### config.mk
export PLATFORM = sky130hd
export DESIGN_NAME = aqi_ctrl
export DESIGN_NICKNAME = d
export VERILOG_FILES = /design/src/attitude_quaternion_integrator_assert.svh /design/src/aqi_pkg.sv /design/src/aqi_ctrl.sv
export SDC_FILE = /design/constraint.sdc
export NUM_CORES = 1
export LEC_CHECK = 0
export ABC_AREA = 1
export BUFFER_PORTS_ARGS = -buffer_cell sky130_fd_sc_hd__buf_2
export CAP_MARGIN = 40
export CORE_MARGIN = 3
export CORE_UTILIZATION = 50
export DETAILED_ROUTE_END_ITERATION = 10
export PLACE_DENSITY = 0.8
export SKIP_CTS_REPAIR_TIMING = 1
export SLEW_MARGIN = 40
export SYNTH_ARGS = -nofsm -noshare
export SYNTH_HDL_FRONTEND = slang
export SYNTH_SLANG_ARGS = --single-unit
### constraint.sdc
create_clock -name clk -period 2.7 [get_ports clk]
set_clock_uncertainty 0.2 [all_clocks]
set_input_delay 0.135 -clock clk [delete_from_list [all_inputs] [get_ports clk]]
set_output_delay 0.135 -clock clk [all_outputs]
set_load 0.005 [all_outputs]
### src/attitude_quaternion_integrator_assert.svh
// Assertion macros for the attitude integrator.
// Each macro samples on clk and is disabled while rst is high.
`ifndef ATTITUDE_QUATERNION_INTEGRATOR_ASSERT_SVH
`define ATTITUDE_QUATERNION_INTEGRATOR_ASSERT_SVH
`ifndef SYNTHESIS
`define AQI_ASSERT_IMP(lbl, ante, cons) \
  lbl: assert property (@(posedge clk) disable iff (rst) (ante) |-> (cons)) \
    else $error("aqi: same-cycle check failed");
`define AQI_ASSERT_NXT(lbl, ante, cons) \
  lbl: assert property (@(posedge clk) disable iff (rst) (ante) |=> (cons)) \
    else $error("aqi: next-cycle check failed");
`else
`define AQI_ASSERT_IMP(lbl, ante, cons)
`define AQI_ASSERT_NXT(lbl, ante, cons)
`endif
`endif

### src/aqi_pkg.sv
`timescale 1ns / 1ps
`default_nettype none
package aqi_pkg;

  localparam int QF = 30;              // quaternion fraction bits
  localparam int VF = 24;              // rate / error fraction bits
  localparam int HALF_SH = QF - VF - 1;
  localparam int HALF_L = (HALF_SH > 0) ? HALF_SH : 0;
  localparam int HALF_R = (HALF_SH < 0) ? -HALF_SH : 0;
  localparam int INV_W = 2 * QF + 1;   // width of floor(2^2F / n)
  localparam int LO_W = 31;            // low slice of inv per partial product
  localparam int CW = 6;               // step counter width

  localparam logic signed [31:0] ONE_Q = 32'sd1 <<< QF;
  localparam logic [31:0] TS_RESET = 32'd4294967;

  localparam logic [1:0] MODE_PROP = 2'd0;
  localparam logic [1:0] MODE_CORR = 2'd1;
  localparam logic [1:0] MODE_LOAD = 2'd2;

  localparam logic [CW-1:0] LAST_TERM = CW'(3);
  localparam logic [CW-1:0] LAST_SQRT = CW'(31);
  localparam logic [CW-1:0] LAST_DIV = CW'(INV_W - 1);

  typedef logic signed [97:0] wide_t;
  localparam wide_t MAXW = 98'sd2147483647;
  localparam wide_t MINW = -98'sd2147483648;

  typedef enum logic [4:0] {
    S_IDLE, S_DISP, S_HALF, S_TMUL, S_TACC, S_CEND, S_IADD, S_SQM, S_SQA,
    S_SQI, S_SQS, S_DVI, S_DVS, S_NML, S_NMH, S_NFIN, S_COMMIT, S_PUT
  } state_t;

  typedef enum logic [4:0] {
    OP_NONE, OP_LATCH, OP_HALF, OP_TMUL, OP_TACC, OP_CEND, OP_IADD, OP_SQM,
    OP_SQA, OP_SQI, OP_SQS, OP_DVI, OP_DVS, OP_NML, OP_NMH, OP_NFIN,
    OP_COMMIT, OP_PUT
  } op_t;

  typedef struct packed {
    op_t           op;
    logic [CW-1:0] idx;
  } dp_cmd_t;

  typedef struct packed {
    logic [1:0] mode;
    logic       nzero;
  } dp_stat_t;

  typedef struct packed {
    logic       en;
    logic       neg;
    logic [1:0] qi;
    logic [1:0] vi;
  } term_t;

  function automatic logic signed [31:0] sat32(input wide_t v);
    logic signed [31:0] r;
    if (v > MAXW) r = 32'sh7fffffff;
    else if (v < MINW) r = 32'sh80000000;
    else r = v[31:0];
    return r;
  endfunction

  function automatic logic signed [31:0] half_err(input logic signed [31:0] v);
    wide_t w;
    w = (wide_t'(v) <<< HALF_L) >>> HALF_R;
    return sat32(w);
  endfunction

  // Product terms: m1 = 0 gives q[qi]*v[vi] for the rate product,
  // m1 = 1 gives d[j]*q[qi] for the correction product (j = n[1:0]).
  function automatic term_t term_info(input logic m1, input logic [3:0] n);
    term_t t;
    case ({m1, n})
      5'd0:  t = '{1'b1, 1'b1, 2'd1, 2'd0};
      5'd1:  t = '{1'b1, 1'b1, 2'd2, 2'd1};
      5'd2:  t = '{1'b1, 1'b1, 2'd3, 2'd2};
      5'd4:  t = '{1'b1, 1'b0, 2'd0, 2'd0};
      5'd5:  t = '{1'b1, 1'b0, 2'd2, 2'd2};
      5'd6:  t = '{1'b1, 1'b1, 2'd3, 2'd1};
      5'd8:  t = '{1'b1, 1'b0, 2'd0, 2'd1};
      5'd9:  t = '{1'b1, 1'b0, 2'd3, 2'd0};
      5'd10: t = '{1'b1, 1'b1, 2'd1, 2'd2};
      5'd12: t = '{1'b1, 1'b0, 2'd0, 2'd2};
      5'd13: t = '{1'b1, 1'b0, 2'd1, 2'd1};
      5'd14: t = '{1'b1, 1'b1, 2'd2, 2'd0};
      5'd16: t = '{1'b1, 1'b0, 2'd0, 2'd0};
      5'd17: t = '{1'b1, 1'b1, 2'd1, 2'd0};
      5'd18: t = '{1'b1, 1'b1, 2'd2, 2'd0};
      5'd19: t = '{1'b1, 1'b1, 2'd3, 2'd0};
      5'd20: t = '{1'b1, 1'b0, 2'd1, 2'd0};
      5'd21: t = '{1'b1, 1'b0, 2'd0, 2'd0};
      5'd22: t = '{1'b1, 1'b0, 2'd3, 2'd0};
      5'd23: t = '{1'b1, 1'b1, 2'd2, 2'd0};
      5'd24: t = '{1'b1, 1'b0, 2'd2, 2'd0};
      5'd25: t = '{1'b1, 1'b1, 2'd3, 2'd0};
      5'd26: t = '{1'b1, 1'b0, 2'd0, 2'd0};
      5'd27: t = '{1'b1, 1'b0, 2'd1, 2'd0};
      5'd28: t = '{1'b1, 1'b0, 2'd3, 2'd0};
      5'd29: t = '{1'b1, 1'b0, 2'd2, 2'd0};
      5'd30: t = '{1'b1, 1'b1, 2'd1, 2'd0};
      5'd31: t = '{1'b1, 1'b0, 2'd0, 2'd0};
      default: t = '{1'b0, 1'b0, 2'd0, 2'd0};
    endcase
    return t;
  endfunction

endpackage
`default_nettype wire

### src/aqi_ctrl.sv
`timescale 1ns / 1ps
`default_nettype none
module aqi_ctrl import aqi_pkg::*; (
  input  wire logic     clk,
  input  wire logic     rst,
  input  wire logic     in_valid,
  output logic          in_ready,
  output logic          out_valid,
  input  wire logic     out_ready,
  input  wire dp_stat_t stat,
  output dp_cmd_t       cmd
);

  state_t        state, state_next;
  logic [CW-1:0] cnt, cnt_next;
  logic          put_ok;

  assign put_ok = !out_valid || out_ready;
  assign in_ready = (state == S_IDLE);

  always_ff @(posedge clk) begin
    if (rst) begin
      state <= S_IDLE;
      cnt <= '0;
      out_valid <= 1'b0;
    end else begin
      state <= state_next;
      cnt <= cnt_next;
      if (state == S_PUT && put_ok) out_valid <= 1'b1;
      else if (out_ready) out_valid <= 1'b0;
    end
  end

  // next state
  always_comb begin
    state_next = state;
    cnt_next = cnt;
    case (state)
      S_IDLE: if (in_valid) state_next = S_DISP;
      S_DISP: begin
        cnt_next = '0;
        if (stat.mode == MODE_PROP) state_next = S_TMUL;
        else if (stat.mode == MODE_CORR) state_next = S_HALF;
        else state_next = S_PUT;
      end
      S_HALF: state_next = S_SQM;
      S_TMUL: state_next = S_TACC;
      S_TACC: begin
        if (cnt[1:0] == 2'd3) state_next = S_CEND;
        else begin
          cnt_next = cnt + 1'b1;
          state_next = S_TMUL;
        end
      end
      S_CEND: begin
        if (stat.mode == MODE_PROP) state_next = S_IADD;
        else if (cnt[3:2] == 2'd3) state_next = S_COMMIT;
        else begin
          cnt_next = cnt + 1'b1;
          state_next = S_TMUL;
        end
      end
      S_IADD: begin
        cnt_next = cnt + 1'b1;
        state_next = S_TMUL;
        if (cnt[3:2] == 2'd3) begin
          cnt_next = '0;
          state_next = S_SQM;
        end
      end
      S_SQM: state_next = S_SQA;
      S_SQA: begin
        if (cnt == LAST_TERM) state_next = S_SQI;
        else begin
          cnt_next = cnt + 1'b1;
          state_next = S_SQM;
        end
      end
      S_SQI: begin
        cnt_next = '0;
        state_next = S_SQS;
      end
      S_SQS: begin
        if (cnt == LAST_SQRT) state_next = S_DVI;
        else cnt_next = cnt + 1'b1;
      end
      S_DVI: begin
        cnt_next = '0;
        state_next = stat.nzero ? S_COMMIT : S_DVS;
      end
      S_DVS: begin
        if (cnt == LAST_DIV) begin
          cnt_next = '0;
          state_next = S_NML;
        end else cnt_next = cnt + 1'b1;
      end
      S_NML: state_next = S_NMH;
      S_NMH: state_next = S_NFIN;
      S_NFIN: begin
        if (cnt == LAST_TERM) begin
          cnt_next = '0;
          state_next = (stat.mode == MODE_PROP) ? S_COMMIT : S_TMUL;
        end else begin
          cnt_next = cnt + 1'b1;
          state_next = S_NML;
        end
      end
      S_COMMIT: state_next = S_PUT;
      S_PUT: if (put_ok) state_next = S_IDLE;
      default: state_next = S_IDLE;
    endcase
  end

  // datapath command
  always_comb begin
    cmd.idx = cnt;
    case (state)
      S_IDLE:   cmd.op = in_valid ? OP_LATCH : OP_NONE;
      S_HALF:   cmd.op = OP_HALF;
      S_TMUL:   cmd.op = OP_TMUL;
      S_TACC:   cmd.op = OP_TACC;
      S_CEND:   cmd.op = OP_CEND;
      S_IADD:   cmd.op = OP_IADD;
      S_SQM:    cmd.op = OP_SQM;
      S_SQA:    cmd.op = OP_SQA;
      S_SQI:    cmd.op = OP_SQI;
      S_SQS:    cmd.op = OP_SQS;
      S_DVI:    cmd.op = OP_DVI;
      S_DVS:    cmd.op = OP_DVS;
      S_NML:    cmd.op = OP_NML;
      S_NMH:    cmd.op = OP_NMH;
      S_NFIN:   cmd.op = OP_NFIN;
      S_COMMIT: cmd.op = OP_COMMIT;
      S_PUT:    cmd.op = put_ok ? OP_PUT : OP_NONE;
      default:  cmd.op = OP_NONE;
    endcase
  end

endmodule
`default_nettype wire

==> flow_metrics.py <==
metrics = {
    "clock_network": {
        "numCtsBuffers": 3,
        "insertion_delay_ns": 0.25,
        "root_buffer": "clkbuf_4",
        "cts.path.max_buffers": 2,
        "cts_tree": "done",
        "clk_pin_slew_ns": 0.06,
        "cts.sinks": 12,
        "htree_levels": 1,
    },
    "drt": {
        "drt_pass1_iterations": 5,
        "drc": 0,
        "wl_per_cell_um": 12.6,
        "via_count": 1481,
        "avgViaCountPerCell": 5.42,
        "routed_wl_mm": 3.43,
        "drt_iter0_drc": 62,
        "antenna_left": 0,
    },
    "worst_setup_path": {
        "worst-path-buf-inv": 3,
        "slowest_delay_ns": 0.47,
        "r2r_start": "state[4]",
        "cp-start-kind": "register",
        "cp_max_fo": 12,
        "cp.depth": 8,
        "crit_start": "state[4]",
        "setup.worst_path.end_class": "primary output",
        "setup.worst_path.end": "cmd[9]",
        "reg2reg_depth": 11,
        "r2r_slack_ns": 0.66,
        "critPathRequiredTime_ns": 2.37,
        "crit_family": "flip-flops",
        "worstPathArrival_ns": 1.76,
        "cp_slowest_cell": "dfxtp_1",
        "crit_chain": "inv_2 > nand3_2 > inv_2 > nand2_1 > nand2_1 > a211oi_1 > nand3_1 > buf_2",
        "path_class": "reg -> out",
        "reg2reg_to": "cnt[0]",
    },
    "floorplanning": {
        "core-area_sq_um": 2250,
        "row_count": 17,
        "start_util_pct": 53.6,
        "die_width_um": 55.2,
        "die_h_um": 55.2,
        "io_pins": 20,
        "dieArea_sq_um": 3040,
    },
    "synthesis": {
        "synth.area.top_cells": "dfxtp_1 20%, nand2_1 20%, nor2_1 11%",
        "ys_ff_latch": 12,
        "synth-edff-count": 0,
        "yosys.area.top_type_share_pct": 19.9,
        "synth_area_sq_um": 1210,
        "synth.distinct_cells": 26,
        "syn_avg_cell_area_sq_um": 5.37,
        "ys_seq_area_share_pct": 19.9,
        "syn-num-nets": 234,
        "synthFlopType": "dfxtp_1",
        "synthTopCellsByCount": "63 x nand2_1, 35 x nor2_1, 28 x inv_1",
        "yosys_warnings": 0,
        "synth_top_cell_by_area": "dfxtp_1",
        "ys_async_sr_fraction_pct": 0,
        "postSynthCellCount": 225,
        "synth.most_common_cell": "nand2_1",
    },
    "timing": {
        "layout_setup_ws_ns": 0.602,
        "period_minus_slack_ns": 2.10,
        "hold_viol_final": 1,
        "tightest_slew_ns": 0.380,
        "holdWs_ns": -0.00936,
        "setup_tns_ns": 0,
        "slew_violations": 0,
        "setup-violations-final": 0,
        "rsz0062_at_grt": "no",
        "slew_headroom_pct": 74.4,
        "timing.final.crit_share_pct": 77.7,
        "max_freq_mhz": 477,
    },
    "run_status": {
        "violations": "hold timing",
        "outcome": "finished, violations left",
    },
    "pwr": {
        "power_frac_clock_pct": 10.3,
        "comb_power_share_pct": 61.6,
        "p_leak_uw": 0.000741,
        "power.density_nw_per_um2": 715,
        "power_frac_seq_pct": 28.2,
        "swShare_pct": 51.9,
        "p_int_uw": 466,
        "peakVddDrop_v": 0.000412,
        "p_switching_uw": 503,
    },
    "cells_and_area": {
        "final_area_sq_um": 1360,
        "final_util_pct": 60.1,
        "antenna_cells_inserted": 0,
        "nNetsFinal": 256,
        "fillers": 256,
        "area_growth_pct": 12.1,
        "drive_gt1_share_pct": 15.1,
    },
    "grt": {
        "grt.total_usage_pct": 24.0,
        "grt-ovfl-total": 0,
        "grt_pass1_vias": 1177,
        "antenna_found_initial": 0,
        "grt_max_degree": 13,
        "grt_pass1_wl_mm": 5.31,
    },
    "placed_design": {
        "dpl.hpwl_mm": 2.85,
        "pre_cts_ws_ns": 0.721,
        "placed_area_sq_um": 1320,
        "port_buffers": 19,
        "place_congestion": 0.938,
    },
    "flow_run": {
        "max-cap-violations": 0,
    },
    "hold_path": {
        "min_path_type": "in -> reg",
    },
}
-- power groups by stage --
stage	logic, uW	clock network [uW]	registers [uW]
2_1_floorplan	435	0	258
3_3_place_gp	599	0	278
3_5_place_dp	585	0	275
4_1_cts	587	105	271
5_1_grt	661	113	277
6_report	597	99.4	273
-- placed cells by master, fill, tap and decap left out, types with 2 or more instances in the layout --
master and count:
nand4_1 8, a21oi_1 11, buf_2 19, nor2_1 35
o211ai_1 2, nand3_2 2, nand2_1 63, nor2_2 3
o21ai_0 6, a211oi_1 2, inv_2 8, clkbuf_4 3
o22ai_1 2, nor3_1 6, inv_1 28, ha_1 2
nand3_1 25, dfxtp_1 12
-- registers in the layout, summed over array words and instances, names as in the netlist --
register and flops:
cnt 6, state 5, out_valid 1
-- stage by stage --
| stage | power (uW) | cells |
|---|---|---|
| floorplan | 692 | 225 |
| global placement | 877 | 269 |
| detailed placement | 860 | 269 |
| CTS | 962 | 272 |
| global route | 1050 | 273 |
| finish | 969 | 273 |
-- worst min path at each step --
stage               from        end  slack [ns]  depth (start not counted)
2_1_floorplan  out_ready  out_valid        0.14                          3
3_3_place_gp         rst     cnt[1]        0.21                          2
3_5_place_dp         rst     cnt[1]        0.22                          2
4_1_cts              rst     cnt[1]       -0.06                          2
5_1_grt        out_ready  out_valid        0.01                          4
6_report       out_ready  out_valid      -0.009                          4
-- metal layers --
layer | vias up | track usage [%] | wire [um]
li1 | 771 | - | -
met3 | 2 | 0.804 | 230
met4 | 0 | 4.86 | 21
met5 | - | 0 | 0
met2 | 66 | 36.8 | 1440
met1 | 642 | 36.8 | 1740
-- worst reg2reg max path, cell delays in order (launching register included) --
cell     delay [ns]
dfxtp_1        0.38
inv_2          0.20
nand2_1        0.10
nor2_1         0.24
nand2_1        0.17
nand2_1        0.09
nor2_1         0.05
nand2_1        0.16
nand2_2        0.12
inv_2          0.10
nand2_1        0.06
a21oi_1        0.12
-- kinds of logic after synthesis --
| logic type | Yosys count | synth area share (%) |
|---|---|---|
| AOI/OAI and AO/OA | 27 | 12.8 |
| and+or+nand+nor | 145 | 52.7 |
| adders and majority gates | 2 | 2.07 |
| buffers and inverters | 39 | 12.5 |
| DFF | 12 | 19.9 |
-- final cells by class --
| type | instances | area, sq um | area share (%) |
|---|---|---|---|
| Inverter | 36 | 135 | 9.97 |
| Tap cell | 28 | 35.0 | 2.59 |
| Clock buffer | 3 | 22.5 | 1.66 |
| Timing Repair Buffer | 20 | 105 | 7.76 |
| Sequential cell | 12 | 240 | 17.7 |
| Multi-Input combinational cell | 174 | 817 | 60.3 |
No activity file was read; power rests on OpenSTA's default activity.
